--- src/rtl/core/manchester_frame_transmitter_assert.svh ---
// Assertion macros for the frame transmitter.
// Both macros take a label, clock, reset, antecedent and consequent.
`ifndef MANCHESTER_FRAME_TRANSMITTER_ASSERT_SVH
`define MANCHESTER_FRAME_TRANSMITTER_ASSERT_SVH

`ifndef SYNTHESIS

`define MFT_ASSERT_SAME(label, clk, rst, ante, cons) \
   label: assert property (@(posedge clk) disable iff (rst) (ante) |-> (cons)) \
      else $error("assertion failed");

`define MFT_ASSERT_NEXT(label, clk, rst, ante, cons) \
   label: assert property (@(posedge clk) disable iff (rst) (ante) |=> (cons)) \
      else $error("assertion failed");

`else

`define MFT_ASSERT_SAME(label, clk, rst, ante, cons)

`define MFT_ASSERT_NEXT(label, clk, rst, ante, cons)

`endif

`endif

--- src/rtl/core/mft_pkg.sv ---
`timescale 1ns / 1ps

package mft_pkg;

   localparam int unsigned FRAME_LEN  = 5;
   localparam int unsigned FRAME_BITS = FRAME_LEN * 8;

   localparam logic [7:0] SYNC_HI = 8'hA5;
   localparam logic [7:0] SYNC_LO = 8'h5A;

   localparam int unsigned TICK_W = 10;
   localparam int unsigned ADDR_W = 5;

   localparam logic [TICK_W-1:0] RST_PREAMBLE_HALF = 10'd150;
   localparam logic [TICK_W-1:0] RST_START_HIGH    = 10'd500;
   localparam logic [TICK_W-1:0] RST_START_LOW     = 10'd125;
   localparam logic [TICK_W-1:0] RST_BIT_HALF      = 10'd125;

   localparam logic [2:0] LAST_BIT  = 3'd7;
   localparam logic [2:0] LAST_BYTE = 3'(FRAME_LEN - 1);

   typedef enum logic [2:0] {
      REG_NODE_ID       = 3'd0,
      REG_PREAMBLE_HALF = 3'd1,
      REG_START_HIGH    = 3'd2,
      REG_START_LOW     = 3'd3,
      REG_BIT_HALF      = 3'd4
   } csr_reg_type;

   typedef enum logic [4:0] {
      PH_IDLE       = 5'b00001,
      PH_PREAMBLE   = 5'b00010,
      PH_START_HIGH = 5'b00100,
      PH_START_LOW  = 5'b01000,
      PH_DATA       = 5'b10000
   } phase_type;

   // command codes on the request channel
   localparam logic CMD_TICK = 1'b0;
   localparam logic CMD_SEND = 1'b1;

endpackage

--- src/rtl/core/manchester_frame_transmitter.sv ---
`timescale 1ns / 1ps
// channel | direction | handshake                | payload
// req     | in        | req_valid / req_ready    | command, message_code
// rsp     | out       | rsp_valid / rsp_ready    | line_level, busy_res, frame_done,
//         |           |                          | request_ignored
// csr     | in/out    | APB psel/penable/pready  | node id and four tick counts
//
// One item per cycle: each tick or send request goes through the phase/count
// update and lands in the result register in the cycle after its transfer.
// The only limit on rate is the single result register; req_ready drops only
// while a result is held by rsp_ready low. Reset is synchronous and clears
// phase, counters, line level, rsp_valid and the config registers to their defaults.

`include "manchester_frame_transmitter_assert.svh"

module manchester_frame_transmitter #(
   parameter int unsigned PREAMBLE_HALVES = 8
) (
   input  logic                       clock,
   input  logic                       reset,

   input  logic                       req_valid,
   output logic                       req_ready,
   input  logic                       req_command,
   input  logic [7:0]                 req_message_code,

   output logic                       rsp_valid,
   input  logic                       rsp_ready,
   output logic                       rsp_line_level,
   output logic                       rsp_busy_res,
   output logic                       rsp_frame_done,
   output logic                       rsp_request_ignored,

   input  logic                       csr_psel,
   input  logic                       csr_penable,
   input  logic                       csr_pwrite,
   input  logic [mft_pkg::ADDR_W-1:0] csr_paddr,
   input  logic [31:0]                csr_pwdata,
   output logic [31:0]                csr_prdata,
   output logic                       csr_pready
);

   import mft_pkg::*;

   localparam int unsigned HALF_W = $clog2(PREAMBLE_HALVES);
   localparam logic [HALF_W:0] PRE_END = (HALF_W + 1)'(PREAMBLE_HALVES);

   // configuration registers
   logic [7:0]        node_id_ff;
   logic [TICK_W-1:0] pre_half_ff;
   logic [TICK_W-1:0] start_high_ff;
   logic [TICK_W-1:0] start_low_ff;
   logic [TICK_W-1:0] bit_half_ff;

   // frame state
   phase_type            phase_ff,  phase_in;
   logic [TICK_W-1:0]    tick_ff,   tick_in;
   logic [HALF_W-1:0]    half_ff,   half_in;
   logic [2:0]           byte_ff,   byte_in;
   logic [2:0]           bit_ff,    bit_in;
   logic                 line_ff,   line_in;
   logic [FRAME_BITS-1:0] frame_ff, frame_in;

   // result register
   logic rsp_valid_ff;
   logic line_out_ff, busy_out_ff, done_out_ff, ignored_out_ff;

   logic                  req_take;
   logic                  csr_write;
   logic                  done_in, ignored_in;
   logic [TICK_W-1:0]     tick_inc;
   logic [TICK_W-1:0]     seg_raw, seg_len;
   logic [HALF_W:0]       half_inc;
   logic [FRAME_BITS-1:0] frame_shift;
   logic [7:0]            check_sum;

   assign csr_pready = 1'b1;
   assign csr_write  = csr_psel && csr_penable && csr_pwrite && csr_pready;

   always_ff @(posedge clock) begin
      if (reset) begin
         node_id_ff    <= '0;
         pre_half_ff   <= RST_PREAMBLE_HALF;
         start_high_ff <= RST_START_HIGH;
         start_low_ff  <= RST_START_LOW;
         bit_half_ff   <= RST_BIT_HALF;
      end else if (csr_write) begin
         case (csr_reg_type'(csr_paddr[ADDR_W-1:2]))
            REG_NODE_ID:       node_id_ff    <= csr_pwdata[7:0];
            REG_PREAMBLE_HALF: pre_half_ff   <= csr_pwdata[TICK_W-1:0];
            REG_START_HIGH:    start_high_ff <= csr_pwdata[TICK_W-1:0];
            REG_START_LOW:     start_low_ff  <= csr_pwdata[TICK_W-1:0];
            REG_BIT_HALF:      bit_half_ff   <= csr_pwdata[TICK_W-1:0];
            default: ;
         endcase
      end
   end

   always_comb begin
      case (csr_reg_type'(csr_paddr[ADDR_W-1:2]))
         REG_NODE_ID:       csr_prdata = {24'd0, node_id_ff};
         REG_PREAMBLE_HALF: csr_prdata = {22'd0, pre_half_ff};
         REG_START_HIGH:    csr_prdata = {22'd0, start_high_ff};
         REG_START_LOW:     csr_prdata = {22'd0, start_low_ff};
         REG_BIT_HALF:      csr_prdata = {22'd0, bit_half_ff};
         default:           csr_prdata = '0;
      endcase
   end

   assign req_ready = !rsp_valid_ff || rsp_ready;
   assign req_take  = req_valid && req_ready;

   always_comb begin
      case (phase_ff)
         PH_PREAMBLE:   seg_raw = pre_half_ff;
         PH_START_HIGH: seg_raw = start_high_ff;
         PH_START_LOW:  seg_raw = start_low_ff;
         default:       seg_raw = bit_half_ff;
      endcase
   end

   // a zero duration still lasts one tick
   assign seg_len     = (seg_raw == '0) ? TICK_W'(1) : seg_raw;
   assign tick_inc    = tick_ff + TICK_W'(1);
   assign half_inc    = {1'b0, half_ff} + (HALF_W + 1)'(1);
   assign frame_shift = {frame_ff[FRAME_BITS-2:0], 1'b0};
   assign check_sum   = SYNC_HI + SYNC_LO + node_id_ff + req_message_code;

   always_comb begin
      phase_in   = phase_ff;
      tick_in    = tick_ff;
      half_in    = half_ff;
      byte_in    = byte_ff;
      bit_in     = bit_ff;
      line_in    = line_ff;
      frame_in   = frame_ff;
      done_in    = 1'b0;
      ignored_in = 1'b0;

      if (req_command == CMD_SEND) begin
         if (phase_ff != PH_IDLE) begin
            ignored_in = 1'b1;
         end else begin
            frame_in = {SYNC_HI, SYNC_LO, node_id_ff, req_message_code, ~check_sum};
            phase_in = PH_PREAMBLE;
            tick_in  = '0;
            half_in  = '0;
            byte_in  = '0;
            bit_in   = '0;
            line_in  = 1'b1;
         end
      end else if (phase_ff != PH_IDLE) begin
         tick_in = tick_inc;
         if (tick_inc == '0 || tick_inc >= seg_len) begin
            tick_in = '0;
            case (phase_ff)
               PH_PREAMBLE: begin
                  if (half_inc >= PRE_END) begin
                     half_in  = '0;
                     phase_in = PH_START_HIGH;
                     line_in  = 1'b1;
                  end else begin
                     half_in = half_inc[HALF_W-1:0];
                     line_in = !half_inc[0];
                  end
               end
               PH_START_HIGH: begin
                  phase_in = PH_START_LOW;
                  line_in  = 1'b0;
               end
               PH_START_LOW: begin
                  phase_in = PH_DATA;
                  byte_in  = '0;
                  bit_in   = '0;
                  half_in  = '0;
                  line_in  = !frame_ff[FRAME_BITS-1];
               end
               PH_DATA: begin
                  if (half_ff == '0) begin
                     half_in = HALF_W'(1);
                     line_in = frame_ff[FRAME_BITS-1];
                  end else begin
                     half_in  = '0;
                     frame_in = frame_shift;
                     line_in  = !frame_shift[FRAME_BITS-1];
                     if (bit_ff == LAST_BIT) begin
                        bit_in = '0;
                        if (byte_ff == LAST_BYTE) begin
                           byte_in  = '0;
                           phase_in = PH_IDLE;
                           line_in  = 1'b0;
                           done_in  = 1'b1;
                        end else begin
                           byte_in = byte_ff + 3'd1;
                        end
                     end else begin
                        bit_in = bit_ff + 3'd1;
                     end
                  end
               end
               default: ;
            endcase
         end
      end
   end

   always_ff @(posedge clock) begin
      if (reset) begin
         phase_ff <= PH_IDLE;
         tick_ff  <= '0;
         half_ff  <= '0;
         byte_ff  <= '0;
         bit_ff   <= '0;
         line_ff  <= 1'b0;
      end else if (req_take) begin
         phase_ff <= phase_in;
         tick_ff  <= tick_in;
         half_ff  <= half_in;
         byte_ff  <= byte_in;
         bit_ff   <= bit_in;
         line_ff  <= line_in;
      end
   end

   always_ff @(posedge clock) begin
      if (req_take) begin
         frame_ff <= frame_in;
      end
   end

   always_ff @(posedge clock) begin
      if (reset) begin
         rsp_valid_ff <= 1'b0;
      end else if (req_take) begin
         rsp_valid_ff <= 1'b1;
      end else if (rsp_ready) begin
         rsp_valid_ff <= 1'b0;
      end
   end

   always_ff @(posedge clock) begin
      if (req_take) begin
         line_out_ff    <= line_in;
         busy_out_ff    <= (phase_in != PH_IDLE);
         done_out_ff    <= done_in;
         ignored_out_ff <= ignored_in;
      end
   end

   assign rsp_valid           = rsp_valid_ff;
   assign rsp_line_level      = line_out_ff;
   assign rsp_busy_res        = busy_out_ff;
   assign rsp_frame_done      = done_out_ff;
   assign rsp_request_ignored = ignored_out_ff;

   // a held result blocks the next transfer
   `MFT_ASSERT_SAME(a_hold_blocks, clock, reset, rsp_valid_ff && !rsp_ready, !req_ready)
   // line is always low while idle
   `MFT_ASSERT_SAME(a_idle_low, clock, reset, phase_ff == PH_IDLE, !line_ff)
   // a finished frame reports not busy and line low
   `MFT_ASSERT_SAME(a_done_idle, clock, reset, rsp_valid_ff && rsp_frame_done,
                    !rsp_busy_res && !rsp_line_level)
   // a send while busy comes back flagged as ignored
   `MFT_ASSERT_NEXT(a_ignored, clock, reset,
                    req_take && req_command == CMD_SEND && phase_ff != PH_IDLE,
                    rsp_valid_ff && rsp_request_ignored)

endmodule
--- config.mk ---
export PLATFORM = sky130hd
export DESIGN_NAME = manchester_frame_transmitter
export DESIGN_NICKNAME = d
export VERILOG_FILES = /design/src/rtl/core/mft_pkg.sv /design/src/rtl/core/manchester_frame_transmitter.sv
export VERILOG_INCLUDE_DIRS = /design/src /design/src/rtl/core
export SDC_FILE = /design/constraint.sdc
export NUM_CORES = 1
export LEC_CHECK = 0
export ABC_AREA = 1
export BUFFER_PORTS_ARGS = -buffer_cell sky130_fd_sc_hd__buf_2
export CORE_UTILIZATION = 40
export CTS_BUF_LIST = sky130_fd_sc_hd__clkbuf_8
export DETAILED_ROUTE_END_ITERATION = 8
export HOLD_SLACK_MARGIN = 0.05
export PLACE_DENSITY = 0.71
export SLEW_MARGIN = 15
export SYNTH_ARGS = -nofsm -noshare
export SYNTH_HDL_FRONTEND = slang
export SYNTH_SLANG_ARGS = --single-unit
--- constraint.sdc ---
create_clock -name clock -period 5.2 [get_ports clock]
set_input_delay 0.52 -clock clock [delete_from_list [all_inputs] [get_ports clock]]
set_output_delay 0.52 -clock clock [all_outputs]
set_load 0.02 [all_outputs]
# ---- Word-level counts from Yosys, hierarchy flattened
# Cells that the tools add are included.
dict set report word_totals {
  ff_bits 118
  latchBits 0
  ramBits 0
  mem_bits_ro 0
  input_bits 53
  memories 0
}
dict set report op_classes {
  n_addsub 6
  multipliers 0
  div 0
  order_cmp 2
  eq_ne 16
  n_shift 0
  muxes 55
  bitwise 5
  n_reduce_logical 30
}
# operator n
set ops {}
lappend ops {{2-to-1 mux 40 bit} 6}
lappend ops {{2-to-1 mux 10 bit} 5}
lappend ops {{case mux 10 bit (5 select lines)} 1}
lappend ops {{2-to-1 mux 3 bit} 16}
lappend ops {{2-to-1 mux 5 bit} 8}
lappend ops {{case mux 10 bit (3 select lines)} 1}
lappend ops {{logical NOT 10 bit} 2}
lappend ops {{case mux 5 bit (4 select lines)} 1}
lappend ops {{2-to-1 mux 1 bit} 13}
lappend ops {{case mux 3 bit (2 select lines)} 2}
lappend ops {{AND reduction 6 bit} 2}
lappend ops {{adder 10 x 1 -> 10 bit (second input constant)} 1}
lappend ops {{>= comparator 10 bit} 1}
lappend ops {{!= test 5 x 1 -> 1 bit (second input constant)} 2}
lappend ops {{AND reduction 2 bit} 5}
lappend ops {{equality test 3 bit (second input constant)} 3}
lappend ops {{case mux 3 bit (3 select lines)} 1}
lappend ops {{adder 8 bit} 1}
lappend ops {{adder 8 bit (first input constant)} 1}
lappend ops {{inverter 8 bit} 1}
lappend ops {{nonzero test 2 bit} 4}
lappend ops {{AND reduction 7 bit} 1}
lappend ops {{adder 3 x 1 -> 3 bit (second input constant)} 2}
lappend ops {{equality test 3 x 2 -> 1 bit (second input constant)} 2}
lappend ops {{other kinds (20)} 32}

# ---- Depth between registers and ports, before layout
# Gate-level depths: netlist (run 1).
dict set report depth {
  depth_word 10
  depth_mapped 25
}

# ---- Least setup slack after synthesis (run 1)
# OpenSTA, ideal clock, no wires.
dict set report synth_timing {
  path_kind {reg-to-reg}
  from {register phase_ff[2]}
  to {register frame_ff[0], enable pin}
  arrival_ns 4.108
  required_time_ns 4.763
  setup_slack_ns 0.655
  stages_incl_launch_ff 23
  path_buffers 2
  synth_period_minus_slack_ns 4.545
  path_cell_list {dfxtp_1 > nor2_1 > nand4_1 > nand3_1 > buf_2 > nor2_1 > a211oi_1 > nand2_1 > nor2_1 > nand4_1 > nand2_1 > ha_1 > inv_1 > nand2_1 > a21oi_1 > nor2_1 > nor2_1 > nand2_4 > inv_4 > nand2_4 > buf_12 > nand4_1 > nor2_1}
}
dict set report synth_via {
  elab_chain_len 8
}
# item line_no
set synth_rtl {}
lappend synth_rtl {{start, declared} manchester_frame_transmitter.sv:56} ;# phase_type phase_ff, phase_in;
lappend synth_rtl {{start signal, assigned} manchester_frame_transmitter.sv:216} ;# phase_ff <= phase_in;
lappend synth_rtl {{equality test 5 x 4 -> 1 bit, or another cell as far along} manchester_frame_transmitter.sv:114} ;# case (phase_ff)
lappend synth_rtl {{case mux 10 bit (3 select lines)} manchester_frame_transmitter.sv:114}
lappend synth_rtl {{logical NOT 10 bit} manchester_frame_transmitter.sv:123} ;# assign seg_len = (seg_raw == '0) ? TICK_W'(1) : seg_raw;
lappend synth_rtl {{2-to-1 mux 10 bit} manchester_frame_transmitter.sv:123}
lappend synth_rtl {{>= comparator 10 bit} manchester_frame_transmitter.sv:154} ;# if (tick_inc == '0 || tick_inc >= seg_len) begin
lappend synth_rtl {{logical OR 1 bit} manchester_frame_transmitter.sv:154}
lappend synth_rtl {{nonzero test 2 bit (no line)} n/a}
lappend synth_rtl {{AND reduction 6 bit (no line) (*)} n/a}
lappend synth_rtl {{end signal, assigned} manchester_frame_transmitter.sv:227} ;# frame_ff <= frame_in;
lappend synth_rtl {{end, declared} manchester_frame_transmitter.sv:62} ;# logic [FRAME_BITS-1:0] frame_ff, frame_in;
# Mark *: on every way between the ends. The rest lies on a longest branch, timed or not.
# A chain may end at the register's enable or synchronous reset.

# ---- Worst setup path in the final report (run 1)
dict set report layout_timing {
  from {register phase_ff[4]}
  to {register frame_ff[19], enable pin}
}
# Same word-level chain as after synthesis.

==> impl_metrics.ini, run 1 <==
[clock_tree]
postCtsSetupRepairBufs = 0
clk_pin_slew_ns = 0.07
cts_buffers = 17
cts-resized-gates = 0
clk_path_buf_depth = 2
htreeDepth = 4
cts-root-buf = clkbuf_8
cts_hold_buf = 0
clkLatencyLatePin_ns = 0.45
clock-sinks = 118
cts_tree = done

[route]
drt_wl_total_mm = 14.6
wl_per_cell_um = 13.0
drc = 0
antenna_left = 0
routed-via-count = 5506
drt_iter0_markers = 353
via_per_inst = 4.92
drtPass1Iterations = 5

[worst_hold_path]
holdPathStages = 3
worstHoldStart = csr_pwdata[8]
hold-path-endpoint = start_high_ff[8]$_SDFFE_PP1P_
min_path_type = input pin to flop

[grt]
grt_pass1_vias = 5129
grt_pass1_wl_mm = 24.7
antenna_found_initial = 0
grt_start_max_net_pins = 49
grt_usage = 0.190
gr-total-overflow = 0

[power_and_ir_drop]
leakagePower_nw = 3.27
ir_drop_mv = 0.180
p_per_area_nw_per_um2 = 284
total_power_mw = 2.07

[synthesis]
synth_cell_types = 45
ys_top_cells_by_area = dfxtp_1, edfxtp_1, nand2_1
synth_edf_count = 44
async_reset_ff_frac = 0
yosys.cell_count.top_type = nand2_1
synth_mux_area_frac = 0.00153
synth-compound-area-share = 0.159
ys_top_cells_by_count = nand2_1, inv_1, nor2_1
yosys_warnings = 0
yosysTopAreaCell = dfxtp_1
avgSynthCellArea_um2 = 7.70
synthCells = 850
synth_xor_area_frac = 0.00936
synth-seq-area-share = 0.428
yosys_register_bits = 118
synth-adder-area-share = 0.0642
yosys.area_share.simple = 0.216
synth_top_family_by_area = simple AND/OR/NAND/NOR gates
ys.flop_type = dfxtp_1
syn_area_um2 = 6550
synth_top_area_frac = 0.226

[setup_path]
endpoint_kind = flop
r2r_end = frame_ff[19]$_DFFE_PP_
critPathMaxFanout = 21
arrival_ns = 4.24
reg2reg_depth = 23
critPathLaunch = phase_ff[4]$_SDFFE_PP0P_
reg2reg_from = phase_ff[4]$_SDFFE_PP0P_
worst_setup_path_start_kind = flop
crit_type = flop to flop
regToRegSetupSlack_ns = 1.12
cp_data_required_time_ns = 5.36

[placement]
pre_cts_ws_ns = 0.906
dp_hpwl_mm = 10.2
placed_area_um2 = 6890
port_buffers = 44
gp_congestion = 0.859

[job]
maxCapViolations = 0

[timing]
finalSetupTns_ns = 0
fmax_ghz = 0.245
finalClockSkew_ns = 0.0114
slew_violations = 0
slew_headroom = 0.443
layout_setup_ws_ns = 1.12
finalCritPeriodShare = 0.785
rsz0062_at_grt = no
fin_crit_ns = 4.08
finalSetupViolCount = 0
tightest_slew_ns = 0.832
hold_viol = 0

[layout]
num-nets-final = 978
syn2layout_area_growth_pct = 11.5
fin_util = 0.458
num_antenna_cells = 0
design_area_um2 = 7300
drive_above_1_share = 0.119

[floorplan]
start_util = 0.411
io_pins = 92
rows = 46
core_um2 = 15900
die_area_um2 = 16900
die_x_um = 130
die-height_um = 130

[status]
run_status = complete, no violations
## flip-flops by register name, summed over array words and instances, names as in the netlist, 3 cells and up
name / cells
start_high_ff: 10
pre_half_ff: 10
start_low_ff: 10
half_ff: 3
bit_half_ff: 10
frame_ff: 40
bit_ff: 3
byte_ff: 3
phase_ff: 5
node_id_ff: 8
tick_ff: 10
## cell usage in the layout (no fill, tap or decap), drive strengths merged, types with 2 or more instances in the layout
master / n
o211ai: 10
xnor2: 5
ha: 32
nand4: 12
o21bai: 2
a221oi: 6
a211oi: 5
a221o: 2
clkinv: 11
o221ai: 5
inv: 126
conb: 23
nor3: 5
bufinv: 2
buf: 53
edfxtp: 44
a31oi: 2
nand3: 34
xor2: 2
nand2: 170
a21oi: 59
nor2: 93
o22ai: 14
o21ai: 72
clkbuf: 20
clkinvlp: 2
dfxtp: 74
or2: 10
## worst max-delay path: stages, from the launching register on
cell      delay, ns
dfxtp_1        0.34
inv_1          0.15
nand4_1        0.11
buf_4          0.21
nand3_1        0.12
buf_4          0.21
nor2_1         0.06
a211oi_1       0.41
nand2_1        0.09
nor2_1         0.10
nand4_1        0.10
nand2_1        0.08
ha_1           0.12
inv_1          0.03
nand2_1        0.04
a21oi_1        0.05
nor2_1         0.09
nor2_1         0.11
nand2_4        0.15
inv_4          0.06
nand2_4        0.16
nand4_1        0.17
nor2_4         0.54
buf_16         0.24
## logic make-up after synthesis
group                      after synthesis
AOI/OAI and AO/OA                      182
xor gates and xnor gates                 7
adders and majority gates               33
buffers and inverters                  181
DFF                                    118
muxes                                    1
other                                    2
and+or+nand+nor                        326
## where the power goes
part	internal [mW]	switching, mW
clock network	0.454	0.375
logic	0.0794	0.173
registers	0.980	0.0115
total	1.51	0.559
## metrics by stage
stage,hold WS (ns),std cells
after global placement,0.455,1088
after floorplan,0.444,871
final,0.336,1120
after global routing,0.328,1120
after detailed placement,0.464,1088
after CTS,0.310,1119
## final cells by class
type | instances | area (um^2)
inverter | 130 | 490
fill | 1599 | 8640
tap | 216 | 270
clock inverter | 11 | 111
sequential | 118 | 2800
clock buffer | 20 | 275
multi-input combinational | 572 | 3040
timing repair buffer | 53 | 308
## routing by layer
layer	part of all wire	GRT usage	vias to the layer above
met5	0	0	-
met3	0.054	0.0500	20
met4	0.017	0.0800	0
met2	0.45	0.291	137
met1	0.48	0.254	2501
li1	-	-	2848
## worst max path at each step
| stage | slack, ns | to | depth (start not counted) |
|---|---|---|---|
| finish | 1.12 | frame_ff[19]$_DFFE_PP_ | 23 |
| global route | 0.75 | frame_ff[37]$_SDFFCE_PP1P_ | 23 |
| CTS | 0.91 | frame_ff[14]$_DFFE_PP_ | 22 |
| detailed placement | 0.91 | frame_ff[0]$_SDFFCE_PN0P_ | 22 |
| global placement | 1.00 | frame_ff[8]$_DFFE_PP_ | 22 |
| floorplan | 0.66 | frame_ff[0]$_SDFFCE_PN0P_ | 22 |
Power figures use the tool's default switching activity.
==> run 2: changes to the inputs <==
Settings changed: PLACE_DENSITY 0.71 to 0.73.
Clock period 5.2 ns to 3.6 ns, I/O delays scaled along.
==> run 2 against run 1 <==
Fmax rose by 21%. Worst hold slack got worse by 0.16 ns. Non-clock buffer count grew 14. Register-to-register slack lost 0.88 ns. Clock-buffer cell count unchanged. Clock power is 34% higher. Sequential share of layout area shrank 0.85 points. Final cell count grew 1.4%. Final area increased by 2.6%. Critical path type unchanged. Largest power group unchanged. Worst setup slack worse by 0.88 ns. Largest cell class unchanged. Core utilization grew 1.2 points.
==> impl_metrics.ini, run 2 (same netlist as run 1, synthesis figures left out) <==
[status]
run_status = complete, no violations

[setup_path]
critPathMaxFanout = 10
reg2reg_from = phase_ff[1]$_SDFFE_PP0P_
r2r_end = frame_ff[1]$_DFFE_PP_
path_common_cell = nand2_1
crit_buf_inv = 7
regToRegSetupSlack_ns = 0.24
endpoint_kind = flop
slowest_delay_ns = 0.36
arrival_ns = 3.52
cp_data_required_time_ns = 3.75
crit_type = flop to flop
worst_setup_path_start_kind = flop
cp_slowest_cell = dfxtp_4
critical-path-top-delay-family = simple AND/OR/NAND/NOR gates
reg2reg_depth = 25

[layout]
num_antenna_cells = 0
fin_util = 0.470
top_register = frame_ff
largest_register_ffs = 40
drive_above_1_share = 0.147
syn2layout_area_growth_pct = 14.4
final_common_cell = nand2_1
design_area_um2 = 7490
num-nets-final = 993
final_cell_mix = nand2_1, inv_1, nor2_1
fill_cells = 1582

[placement]
placed_area_um2 = 6960
port_buffers = 44
dp_hpwl_mm = 10.2
pre_cts_ws_ns = 0.121
gp_congestion = 0.859

[power_and_ir_drop]
p_int_mw = 2.13
switchingPower_mw = 0.804
leakagePower_nw = 3.38
ir_drop_mv = 0.442
clockPowerShare = 0.380
p_per_area_nw_per_um2 = 391
combPwrFrac = 0.130
p_sw_frac = 0.274
power_frac_seq = 0.489

[grt]
grt_pass1_vias = 5116
grt_pass1_wl_mm = 24.4
grt_start_max_net_pins = 52
antenna_found_initial = 0
grt_usage = 0.187
gr-total-overflow = 0

[worst_hold_path]
worstHoldStart = csr_pwdata[8]
min_path_type = input pin to flop
hold-path-endpoint = start_high_ff[8]$_SDFFE_PP1P_
holdPathStages = 3

[timing]
finalSetupTns_ns = 0
slew_headroom = 0.523
finalSetupViolCount = 0
holdWs_ns = 0.174
slew_violations = 0
fin_crit_ns = 3.36
finalCritPeriodShare = 0.934
hold_viol = 0
layout_setup_ws_ns = 0.238
tightest_slew_ns = 0.708
fmax_ghz = 0.297
finalClockSkew_ns = 0.0121

[route]
drt_iter0_markers = 467
drc = 0
antenna_left = 0
via_per_inst = 5.06
drtPass1Iterations = 7
routed-via-count = 5748
drt_wl_total_mm = 15.3
wl_per_cell_um = 13.5

[clock_tree]
cts_hold_buf = 0
clkLatencyLatePin_ns = 0.44
htreeDepth = 4
cts-root-buf = clkbuf_8
clk_pin_slew_ns = 0.07
cts_buffers = 17
clk_path_buf_depth = 2
clock-sinks = 118
cts_tree = done

[floorplan]
die_area_um2 = 16900
start_util = 0.411
die_x_um = 130
rows = 46
io_pins = 92
core_um2 = 15900
die-height_um = 130

[job]
maxCapViolations = 0
run 2: per-stage QoR:
step | instances | power [mW]
after global placement | 1096 | 1.82
after CTS | 1128 | 2.94
after detailed placement | 1096 | 1.83
final | 1136 | 2.93
after global routing | 1136 | 3.05
after floorplan | 871 | 1.74
run 2: worst register-to-register path, cell delays in order, from the launching register on:
cell and delay [ns]:
dfxtp_4 0.36, nor2_1 0.18, nand3_2 0.13, buf_4 0.16
clkinv_1 0.04, buf_4 0.19, nand2_1 0.07, o211ai_1 0.11
mux2i_2 0.13, nand2_1 0.07, nor2_1 0.04, nand4_1 0.08
nand2_1 0.06, ha_1 0.27, inv_1 0.03, nand2_1 0.04
a21oi_1 0.05, nor2_1 0.12, nor2_2 0.07, nand2_4 0.10
inv_4 0.06, nand2_4 0.05, nand4_1 0.12, nor2_4 0.20
buf_12 0.15, buf_6 0.17
run 2: repair_timing:
item,4_1_cts,5_1_grt
resized for setup,0,17
buffers inserted,0,2
endpoints found under the setup margin,0,66
run 2: power groups by stage:
stage	logic [mW]	clock network [mW]	registers, mW
detailed placement	0.366	0	1.46
global route	0.430	1.18	1.44
finish	0.382	1.11	1.43
CTS	0.367	1.14	1.43
floorplan	0.277	0	1.46
global placement	0.357	0	1.46
run 2: layout make-up:
cell class,count,area [um^2],share of cell area
sequential,118,2810,0.375
inverter,130,490,0.0655
timing repair buffer,67,468,0.0625
multi-input combinational,573,3090,0.412
clock inverter,12,88.8,0.0119
tap,216,270,0.0361
clock buffer,20,275,0.0368
run 2: per-layer routing:
| layer | vias to the layer above | wire [um] | share of wire | track usage |
|---|---|---|---|---|
| met4 | 0 | 191 | 0.012 | 0.0534 |
| met3 | 28 | 1220 | 0.079 | 0.0521 |
| met5 | - | 0 | 0 | 0 |
| met1 | 2635 | 6950 | 0.45 | 0.245 |
| li1 | 2871 | - | - | - |
| met2 | 214 | 6960 | 0.45 | 0.302 |
run 2: worst max path at each step:
stage / slack [ns] / end / cells past startpoint / start
6_report: 0.24 / frame_ff[1]$_DFFE_PP_ / 25 / phase_ff[1]$_SDFFE_PP0P_
5_1_grt: -0.007 / frame_ff[23]$_DFFE_PP_ / 25 / phase_ff[1]$_SDFFE_PP0P_
4_1_cts: 0.09 / half_ff[2]$_SDFFE_PP0P_ / 24 / phase_ff[3]$_SDFFE_PP0P_
3_5_place_dp: 0.12 / half_ff[2]$_SDFFE_PP0P_ / 24 / phase_ff[3]$_SDFFE_PP0P_
3_3_place_gp: 0.14 / half_ff[2]$_SDFFE_PP0P_ / 24 / phase_ff[2]$_SDFFE_PP0P_
2_1_floorplan: 0.11 / frame_ff[0]$_SDFFCE_PN0P_ / 22 / phase_ff[2]$_SDFFE_PP0P_
==> run 3: changes to the inputs <==
Settings changed: CORE_UTILIZATION 40 to 54, PLACE_DENSITY 0.73 to 0.91.
==> run 3 against run 2 <==
The run now ends with design-rule violations left. Clock power rose by 7%. Critical endpoint is now rsp_busy_res$_DFFE_PP_. Largest cell class unchanged. Global-route usage rose by 7.0 points. Die area fell by 26%. Sequential power barely moved. Register-to-register slack barely moved. Worst setup slack got worse by 0.0018 ns. Fmax barely moved. Via count rose by 5.0%. Core utilization rose by 18 points. Wire length rose by 3.1%. Worst hold slack barely moved. First-iteration DRC count rose by 6.0%. Highest routed layer unchanged.
==> impl_metrics.ini, run 3 (same netlist as run 1, synthesis figures left out) <==
[layout]
largest_register_ffs = 40
syn2layout_area_growth_pct = 16.0
num_antenna_cells = 0
top_register = frame_ff
final_common_cell = nand2_1
num-nets-final = 1020
drive_above_1_share = 0.170
final_cell_mix = nand2_1, inv_1, nor2_1

[grt]
antenna_found_initial = 0
grt_pass1_wl_mm = 25.7
grt_start_max_net_pins = 49
grt_pass1_vias = 5558
grt_usage = 0.258
gr-total-overflow = 0

[power_and_ir_drop]
leakagePower_nw = 3.50
p_per_area_nw_per_um2 = 401
ir_drop_mv = 0.317

[clock_tree]
clock-sinks = 118
cts_buffers = 17
clk_path_buf_depth = 2
htreeDepth = 4
cts_tree = done
cts-root-buf = clkbuf_8
clkLatencyLatePin_ns = 0.45
clk_pin_slew_ns = 0.07

[route]
routed-via-count = 6034
via_per_inst = 5.54
antenna_left = 0
drt_wl_total_mm = 15.8
wl_per_cell_um = 14.5
drt_iter0_markers = 495
drtPass1Iterations = 8
drc = 3

[setup_path]
reg2reg_depth = 25
worst_setup_path_start_kind = flop
regToRegSetupSlack_ns = 0.24
cp_data_required_time_ns = 3.77
endpoint_kind = flop
arrival_ns = 3.53
crit_type = flop to flop
critPathMaxFanout = 8

[timing]
finalSetupViolCount = 0
slew_violations = 0
holdWs_ns = 0.174
fin_crit_ns = 3.36
finalSetupTns_ns = 0
slew_headroom = 0.540
finalClockSkew_ns = 0.0150
fmax_ghz = 0.297
tightest_slew_ns = 0.687
hold_viol = 0
finalCritPeriodShare = 0.934

[floorplan]
start_util = 0.564
rows = 39
core_um2 = 11600
die_x_um = 112
io_pins = 92
die_area_um2 = 12600
die-height_um = 112

[placement]
gp_congestion = 0.891
dp_hpwl_mm = 10.4
port_buffers = 44

[worst_hold_path]
holdPathStages = 3
min_path_type = input pin to flop

[job]
maxCapViolations = 0

[status]
run_status = finished, violations left
violations = design-rule violations
run 3: final timing paths:
kind / startpoint / to
setup / recovery: phase_ff[2]$_SDFFE_PP0P_ / rsp_busy_res$_DFFE_PP_
hold / removal: csr_pwdata[8] / start_high_ff[8]$_SDFFE_PP1P_
setup reg to reg: phase_ff[2]$_SDFFE_PP0P_ / rsp_busy_res$_DFFE_PP_
hold reg to reg: bit_ff[1]$_SDFFE_PP0P_ / bit_ff[1]$_SDFFE_PP0P_
run 3: metrics by stage:
stage	total power, mW	setup slack [ns]	utilization	std cells	cell area (um^2)
2_1_floorplan	1.74	0.112	-	871	6640
3_3_place_gp	1.84	-0.0414	0.607	1049	7050
3_5_place_dp	1.85	-0.220	0.607	1049	7050
4_1_cts	3.04	0.00528	0.642	1081	7460
5_1_grt	3.16	-0.00226	0.654	1089	7600
6_report	3.04	0.236	0.654	1089	7600
run 3: timing repair:
| item | in CTS | in global routing |
|---|---|---|
| pin swaps | 2 | 5 |
| gates cloned | 1 | 2 |
| endpoints found under the setup margin | 40 | 53 |
| gates resized for setup | 3 | 13 |
| buffers inserted | 0 | 6 |
| hold buffers | 0 | 0 |
run 3: metal layers:
metal / track usage / share of wire
met1: 0.326 / 0.41
met2: 0.428 / 0.47
met3: 0.0583 / 0.096
met4: 0.101 / 0.023
met5: 0 / 0
run 3: layout make-up:
class / instances / area (um^2)
fill: 914 / 4020
multi-input combinational: 575 / 3120
sequential: 118 / 2810
timing repair buffer: 92 / 618
inverter: 130 / 490
clock buffer: 20 / 275
tap: 143 / 179
clock inverter: 11 / 111
run 3: power breakdown:
part           internal (mW)  switching [mW]  total, mW
registers               1.42          0.0150       1.43
clock network          0.656           0.534       1.19
logic                  0.146           0.276      0.422
run 3: critical path, cell delays in order, from the launching register on:
cell	delay, ns
dfxtp_1	0.39
inv_1	0.08
nor2_1	0.11
nand3_2	0.11
nand3_2	0.14
buf_4	0.14
nor2_1	0.04
a211oi_1	0.29
nand2_1	0.10
nor2_1	0.09
nand4_1	0.08
nand2_1	0.08
ha_1	0.23
inv_1	0.06
nand2_1	0.05
a21oi_1	0.14
nor2_1	0.07
nor2_2	0.16
nand2_4	0.08
buf_4	0.17
nand2_1	0.06
nand2_1	0.05
nand2_1	0.05
nand2_1	0.08
nor2_2	0.12
nand3_1	0.12
